**src/design/attention_kv_cache_engine_top_assert.svh**
```systemverilog
// ----------------------------------------------------------------------------
// Attention KV cache engine assertion macros
// Shared property forms for the top level checks.
// ----------------------------------------------------------------------------
`ifndef ATTENTION_KV_CACHE_ENGINE_TOP_ASSERT_SVH
`define ATTENTION_KV_CACHE_ENGINE_TOP_ASSERT_SVH

// same-cycle implication
`define AKV_ASSERT_IMP(lbl, ante, cons, msg) \
	lbl: assert property (@(posedge clk) disable iff (!arst_n) (ante) |-> (cons)) \
		else $error(msg);

// next-cycle implication
`define AKV_ASSERT_NXT(lbl, ante, cons, msg) \
	lbl: assert property (@(posedge clk) disable iff (!arst_n) (ante) |=> (cons)) \
		else $error(msg);

`endif

```
**src/design/akv_pkg.sv**
```systemverilog
// ----------------------------------------------------------------------------
// Attention KV cache engine package
// Shared codes, command type and arithmetic helpers.
// ----------------------------------------------------------------------------
package akv_pkg;

	localparam int HEAD_DIM_DEF = 16;
	localparam int HEADS_DEF    = 4;
	localparam int MAX_POS_DEF  = 256;

	localparam logic [1:0] OP_LOAD  = 2'd0;
	localparam logic [1:0] OP_QUERY = 2'd1;
	localparam logic [1:0] OP_END   = 2'd2;

	localparam logic [1:0] ST_OK    = 2'd0;
	localparam logic [1:0] ST_EMPTY = 2'd1;
	localparam logic [1:0] ST_FULL  = 2'd2;

	typedef struct packed {
		logic [1:0]         kind;
		logic signed [15:0] key;
		logic signed [15:0] value;
		logic signed [15:0] query;
	} cmd_t;

	function automatic logic [17:0] isqrt_floor(input logic [63:0] q);
		logic [63:0] s;
		logic [63:0] t;
		s = '0;
		for (int b = 17; b >= 0; b--) begin
			t = s | (64'd1 << b);
			if (t * t <= q) begin
				s = t;
			end
		end
		return s[17:0];
	endfunction

	// 2^(-k/16) in Q1.16
	function automatic logic [16:0] pow2_tab(input logic [4:0] idx);
		logic [16:0] v;
		unique case (idx)
			5'd0:  v = 17'd65536;
			5'd1:  v = 17'd62757;
			5'd2:  v = 17'd60097;
			5'd3:  v = 17'd57549;
			5'd4:  v = 17'd55109;
			5'd5:  v = 17'd52773;
			5'd6:  v = 17'd50535;
			5'd7:  v = 17'd48393;
			5'd8:  v = 17'd46341;
			5'd9:  v = 17'd44376;
			5'd10: v = 17'd42495;
			5'd11: v = 17'd40693;
			5'd12: v = 17'd38968;
			5'd13: v = 17'd37316;
			5'd14: v = 17'd35734;
			5'd15: v = 17'd34219;
			5'd16: v = 17'd32768;
			default: v = 17'd0;
		endcase
		return v;
	endfunction

	// y: exponent in Q.11 (log2 domain); returns 2^-y in Q1.16
	function automatic logic [16:0] exp_neg(input logic [34:0] y);
		logic [23:0] n;
		logic [3:0]  k;
		logic [6:0]  r;
		logic [16:0] tk;
		logic [16:0] tk1;
		logic [23:0] dp;
		logic [16:0] t;
		n   = y[34:11];
		k   = y[10:7];
		r   = y[6:0];
		tk  = pow2_tab({1'b0, k});
		tk1 = pow2_tab({1'b0, k} + 5'd1);
		dp  = 24'(tk - tk1) * 24'(r);
		t   = tk - 17'(dp >> 7);
		if (n >= 24'd17) begin
			return '0;
		end
		return t >> n[4:0];
	endfunction

endpackage

```
**src/design/akv_front.sv**
```systemverilog
// ----------------------------------------------------------------------------
// Attention KV cache engine front end
// Takes command beats, drops unused opcodes, queues the rest for the back end.
// ----------------------------------------------------------------------------
module akv_front import akv_pkg::*; (
	input  logic              clk,
	input  logic              arst_n,
	input  logic              start,
	output logic              busy,
	input  logic [1:0]        opcode,
	input  logic signed [15:0] key_elem,
	input  logic signed [15:0] value_elem,
	input  logic signed [15:0] query_elem,
	output logic              cmd_valid,
	output cmd_t              cmd,
	input  logic              cmd_pop
);

	cmd_t       fifo_q [2];
	logic       wr_ptr_q;
	logic       rd_ptr_q;
	logic [1:0] cnt_q;
	logic       push;
	logic       useful;

	assign busy      = (cnt_q == 2'd2);
	assign useful    = (opcode == OP_LOAD) || (opcode == OP_QUERY) || (opcode == OP_END);
	assign push      = start && !busy && useful;
	assign cmd_valid = (cnt_q != 2'd0);
	assign cmd       = fifo_q[rd_ptr_q];

	always_ff @(posedge clk) begin
		if (push) begin
			fifo_q[wr_ptr_q] <= '{kind: opcode, key: key_elem, value: value_elem,
				query: query_elem};
		end
	end

	always_ff @(posedge clk or negedge arst_n) begin
		if (!arst_n) begin
			wr_ptr_q <= 1'b0;
			rd_ptr_q <= 1'b0;
			cnt_q    <= 2'd0;
		end else begin
			if (push) begin
				wr_ptr_q <= !wr_ptr_q;
			end
			if (cmd_pop) begin
				rd_ptr_q <= !rd_ptr_q;
			end
			cnt_q <= cnt_q + 2'(push) - 2'(cmd_pop);
		end
	end

endmodule

```
**config.mk**
```make
export PLATFORM = sky130hd
export DESIGN_NAME = akv_front
export DESIGN_NICKNAME = d
export VERILOG_FILES = /design/src/design/attention_kv_cache_engine_top_assert.svh /design/src/design/akv_pkg.sv /design/src/design/akv_front.sv
export SDC_FILE = /design/constraint.sdc
export NUM_CORES = 1
export LEC_CHECK = 0
export BUFFER_PORTS_ARGS = -buffer_cell sky130_fd_sc_hd__buf_2
export CAP_MARGIN = 40
export CELL_PAD_IN_SITES_DETAIL_PLACEMENT = 0
export CELL_PAD_IN_SITES_GLOBAL_PLACEMENT = 1
export CORE_MARGIN = 1
export CORE_UTILIZATION = 40
export DETAILED_ROUTE_END_ITERATION = 8
export GPL_TIMING_DRIVEN = 1
export PLACE_DENSITY = 0.86
export SLEW_MARGIN = 20
export SYNTH_ARGS = -nofsm -noshare
export SYNTH_HDL_FRONTEND = slang
export SYNTH_SLANG_ARGS = --single-unit
```
**constraint.sdc**
```tcl
create_clock -name clk -period 3.25 [get_ports clk]
set_clock_uncertainty 0.2 [all_clocks]
set_input_delay 0.325 -clock clk [delete_from_list [all_inputs] [get_ports clk]]
set_output_delay 0.325 -clock clk [all_outputs]
set_load 0.05 [all_outputs]
```
Yosys cells after proc, flatten, opt, wreduce, memory -nomap -nowiden
Memories as Yosys holds them, arrays and structs flattened.
Cells that the tools add are included.
{"block": "totals", "ff_bits": 4, "latch_bits": 0, "ramBits": 100, "rom_bits": 0, "memories": 1}
{"block": "op_classes", "addsub": 2, "mul": 0, "div_mod_pow": 0, "magnitude_cmp": 0, "eq_ne": 3, "shift": 0, "mux": 2, "bitwise_logic": 0, "reduce_logical": 9}
{"memory": "fifo_q", "depth": 2, "width": 50, "rd": 1, "rd_clocked_by_memory_dff": 0, "wr": 1, "line_no": "akv_front.sv:19", "rtl": "cmd_t fifo_q [2];"}
{"operator": "equality test 2 bit, second input constant", "n": 2}
{"operator": "zero test 1 bit", "n": 3}
{"operator": "adder 2 x 1 -> 2 bit", "n": 1}
{"operator": "equality test 2 x 1 -> 1 bit, second input constant", "n": 1}
{"operator": "logical AND 1 bit", "n": 2}
{"operator": "zero test 2 bit", "n": 1}
{"operator": "logical OR 1 bit", "n": 2}
{"operator": "two-way mux 1 bit", "n": 2}
{"operator": "nonzero test 2 bit", "n": 1}
{"operator": "subtractor 2 x 1 -> 2 bit", "n": 1}

Longest topological paths before layout
{"block": "logic_depth", "word_depth": 6, "mapped_depth": 7, "mapped_depth_nobuf": 7}

Worst setup path before layout
No wires, ideal clock.
{"block": "synth_timing", "path_kind": "register to register", "startpoint": "reg cnt_q[1]", "endpoint": "mem fifo_q[0][0] (netlist bit) (enable)", "arrival_time_ns": 3.076, "slack_ns": -0.484, "stages_incl_launch_ff": 4, "path_buffers": 0, "period_less_slack_ns": 3.734, "path_cell_list": "dfrtp_1 and2b_1 nand3b_4 nor2_1"}
{"block": "synth_via", "elab_chain_cells": 6}
{"item": "from (decl)", "line_no": "akv_front.sv:22", "rtl": "logic [1:0] cnt_q;"}
{"item": "from (signal assigned)", "line_no": "akv_front.sv:51", "rtl": "cnt_q <= cnt_q + 2'(push) - 2'(cmd_pop);"}
{"item": "equality test 2 bit", "line_no": "akv_front.sv:26", "rtl": "assign busy = (cnt_q == 2'd2);"}
{"item": "net busy", "line_no": "akv_front.sv:9", "rtl": "output logic busy,"}
{"item": "zero test 1 bit", "line_no": "akv_front.sv:28", "rtl": "assign push = start && !busy && useful;"}
{"item": "logical AND 1 bit (2 in a row)", "line_no": "akv_front.sv:28"}
{"item": "two-way mux 1 bit", "line_no": "akv_front.sv:33", "rtl": "if (push) begin"}
{"item": "two-way mux 1 bit (implied by the code)", "line_no": "akv_front.sv:34", "rtl": "fifo_q[wr_ptr_q] <= '{kind: opcode, key: key_elem, value: value_elem,"}
{"item": "to (decl)", "line_no": "akv_front.sv:19"}
The timed path passes the listed nets, and every way through them passes these cells.

==> impl_metrics.json <==
{
  "power_frac_clock_pct": 15.9,
  "finalNetCount": 397,
  "mappedNetlistNets": 230,
  "final.hold.worst_slack_ns": 0.107,
  "synthesis.area_per_instance_um2": 23.4,
  "setup_viol_count_final": 0,
  "final_period_minus_worst_setup_slack_ns": 2.45,
  "syn_inst": 174,
  "dp_worst_setup_slack_ns": 1.08,
  "floorplan.core_area_um2": 9820,
  "critical_path_cell_count": 3,
  "crit_path_max_fanout": 28,
  "floorplan.die_area_um2": 10600,
  "slew_headroom_pct": 55.9,
  "worstPathBufferInverterCount": 2,
  "period_utilization_pct": 75.5,
  "wire_length_of_the_first_global_routing_pass_um": 10400,
  "top_layer": "met4",
  "final-hold-violation-count": 0,
  "synth_cell_types": 15,
  "rsz_0062_raised_after_global_routing": "false",
  "totalPowerFinal_mw": 4.84,
  "worstPathRequired_ns": 2.72,
  "post_cts_resized": 0,
  "largest_net_degree_at_the_start_of_global_routing": 29,
  "grt_antenna_before_repair": 0,
  "p_comb_share_pct": 44.8,
  "post-route-worst-setup-slack_ns": 0.795,
  "synth_warnings": 0,
  "cts_max_level": 3,
  "gp_congestion": 0.605,
  "clkSlewWorstSetupHoldPaths_ns": 0.09,
  "initial_utilization_pct": 41.5,
  "first_iter_violations": 55,
  "synth_top_area_share_pct": 73.7,
  "vias": 2098,
  "grtUsageTotal_pct": 13.9,
  "length_in_cells_of_the_worst_reg_to_reg_path": 4,
  "area_delta_synth_final_pct": 33.9,
  "met2_length_um": 3650,
  "worst_pin_slew_ns": 0.660,
  "cts_buffer_depth": 2,
  "fp-row-count": 36,
  "clock-root-buffer": "sky130_fd_sc_hd__clkbuf_8",
  "synth-async-reset-ratio_pct": 3.85,
  "placed_cells_incl_taps": 411,
  "timing.max_cap.violations": 0,
  "wl_cell_um": 14.5,
  "ys_dominant_reg_cell": "sky130_fd_sc_hd__edfxtp_1",
  "worstPathArrival_ns": 1.93,
  "power_switching_mw": 1.96,
  "ir_drop_v": 0.000488,
  "cellLeakagePower_nw": 2.20,
  "final_antenna_net_count": 0,
  "netlist.top_cell.by_area": "sky130_fd_sc_hd__edfxtp_1",
  "hpwl_um": 4380,
  "routedLengthMet1_um": 2870,
  "cts.sinks": 104,
  "crit_slowest_cell": "sky130_fd_sc_hd__dfrtp_4",
  "synth_seq_cells": 104,
  "firstDrtPassIters": 4,
  "first_global_vias": 2191,
  "overall_routed_net_length_um": 6940,
  "fmax_mhz": 407,
  "port_buffers": 105,
  "netlist_top_cells_count": "sky130_fd_sc_hd__edfxtp_1 (100), sky130_fd_sc_hd__mux2_4 (49), sky130_fd_sc_hd__buf_12 (5)",
  "vertical_die_dimension_um": 103,
  "met3RoutedLength_um": 337,
  "max_stage_delay_ns": 0.72,
  "ys_top_cells_by_area": "sky130_fd_sc_hd__edfxtp_1 (74%), sky130_fd_sc_hd__mux2_4 (18%), sky130_fd_sc_hd__buf_12 (2.5%), sky130_fd_sc_hd__dfrtp_1 (2.5%), sky130_fd_sc_hd__xnor2_1 (0.64%)",
  "switching_share_pct": 40.4,
  "synth_seq_area_share_pct": 76.2,
  "worst_skew_pair_latency_ns": 0.35,
  "power.density_cell_area_nw_per_um2": 888,
  "worstPathCellList": "buf_12 -> mux2_4 -> buf_2",
  "synth.cell_area_um2": 4070,
  "end_kind": "primary output",
  "cts_tree": "done",
  "yosys.cell_count.top_type": "sky130_fd_sc_hd__edfxtp_1",
  "run_status": "completed",
  "remaining_global_route_overflow": 0,
  "cts_buffers": 9,
  "drc": 0,
  "final-max-slew-violation-count": 0,
  "timing.hold.worst.class": "in -> async",
  "cpLargestDelayFamily": "flip-flops",
  "synth-edff-count": 100,
  "seq_power_share_pct": 39.3,
  "stdcell_count": 479,
  "chipWidth_um": 103,
  "io_pins": 106,
  "finish.utilization_pct": 55.6,
  "internal_power_mw": 2.89,
  "vias_per_cell": 4.38,
  "drive_gt1_share_pct": 51.7,
  "crit_type": "reg -> out",
  "insertedDiodeCount": 0,
  "worstSetupStartpointType": "flip-flop"
}
-- cell usage in the layout (no fill, tap or decap) --
master / Yosys / routed
sky130_fd_sc_hd__or2_2: 1 / 1
sky130_fd_sc_hd__ha_1: 2 / 2
sky130_fd_sc_hd__clkinvlp_4: 0 / 1
sky130_fd_sc_hd__inv_6: 0 / 1
sky130_fd_sc_hd__clkinv_2: 0 / 2
sky130_fd_sc_hd__inv_1: 2 / 2
sky130_fd_sc_hd__edfxtp_1: 100 / 100
sky130_fd_sc_hd__and2b_1: 1 / 1
sky130_fd_sc_hd__nand3b_4: 1 / 1
sky130_fd_sc_hd__clkbuf_8: 0 / 9
sky130_fd_sc_hd__xnor2_1: 3 / 3
sky130_fd_sc_hd__buf_2: 0 / 105
sky130_fd_sc_hd__clkbuf_1: 0 / 2
sky130_fd_sc_hd__nor2_4: 0 / 2
sky130_fd_sc_hd__mux2_2: 1 / 1
sky130_fd_sc_hd__dfrtp_4: 0 / 1
sky130_fd_sc_hd__dlygate4sd3_1: 0 / 52
sky130_fd_sc_hd__xor2_1: 1 / 1
sky130_fd_sc_hd__dfrtp_1: 4 / 3
sky130_fd_sc_hd__mux2_4: 49 / 49
sky130_fd_sc_hd__bufinv_16: 0 / 1
sky130_fd_sc_hd__nand2_1: 1 / 1
sky130_fd_sc_hd__buf_12: 5 / 3
sky130_fd_sc_hd__buf_4: 0 / 2
-- sequential cells by signal, indices dropped and copies added, names as in the netlist --
signal    cells
cnt_q         2
fifo_q      100
rd_ptr_q      1
wr_ptr_q      1
-- per-layer routing --
layer | vias to the layer above | global-route usage, %
li1 | 1010 | -
met1 | 1016 | 15.3
met2 | 65 | 24.8
met3 | 7 | 4.68
met4 | 0 | 5.63
met5 | - | 0
-- kinds of logic (layout without fill, tap and decap cells) --
logic type | Yosys count | in the layout | share of synthesized area, %
xor gates and xnor gates | 4 | 4 | 0.860
DFF | 104 | 104 | 76.2
muxes | 50 | 50 | 18.3
and+or+nand+nor | 6 | 6 | 1.11
adders and majority gates | 2 | 2 | 0.614
buffers and inverters | 8 | 180 | 2.92
-- repair_timing --
action,4_1_cts,5_1_grt
hold buffers,52,0
setup buffers,0,0
endpoints found under the hold margin,105,0
-- worst register-to-register path, delay by kind of cell, from the launching register on --
kind / cells / cell delay (ns)
buffers and inverters: 1 / 0.31
flip-flops: 1 / 0.41
AND/OR/NAND/NOR: 3 / 0.93
-- layout make-up --
type	count	area, um2
timing repair buffer	162	1120
fill	808	4360
clock inverter	5	56.3
sequential	104	3110
clock buffer	11	131
inverter	2	7.51
multi-input combinational	62	867
tap	133	166
-- metrics by stage --
stage / cell area [um2] / setup TNS (ns)
5_1_grt: 5460 / 0
6_report: 5460 / 0
3_5_place_dp: 4750 / 0
4_1_cts: 5460 / 0
2_1_floorplan: 4070 / -48.36
3_3_place_gp: 4730 / 0
-- worst paths after layout --
| check | slack, ns | from | to |
|---|---|---|---|
| min in group clk | 0.11 | start | wr_ptr_q |
| max in group asynchronous | 2.61 | arst_n | rd_ptr_q |
| max reg2reg | 1.11 | cnt_q[1] | fifo_q[0][16] |
| min reg2reg | 0.30 | cnt_q[1] | cnt_q[1] |
| max | 0.80 | rd_ptr_q | cmd[22] |
| min | 0.11 | arst_n | cnt_q[0] |
-- power groups by stage --
stage                     combinational [mW]  sequential, mW  clock [mW]
after floorplan                         1.92            1.85           0
after global placement                  2.02            2.01           0
after detailed placement                2.15            1.94           0
after CTS                               2.20            1.91       0.794
after global routing                    2.29            1.93       0.849
final                                   2.17            1.90       0.771
Power figures use the tool's default switching activity.
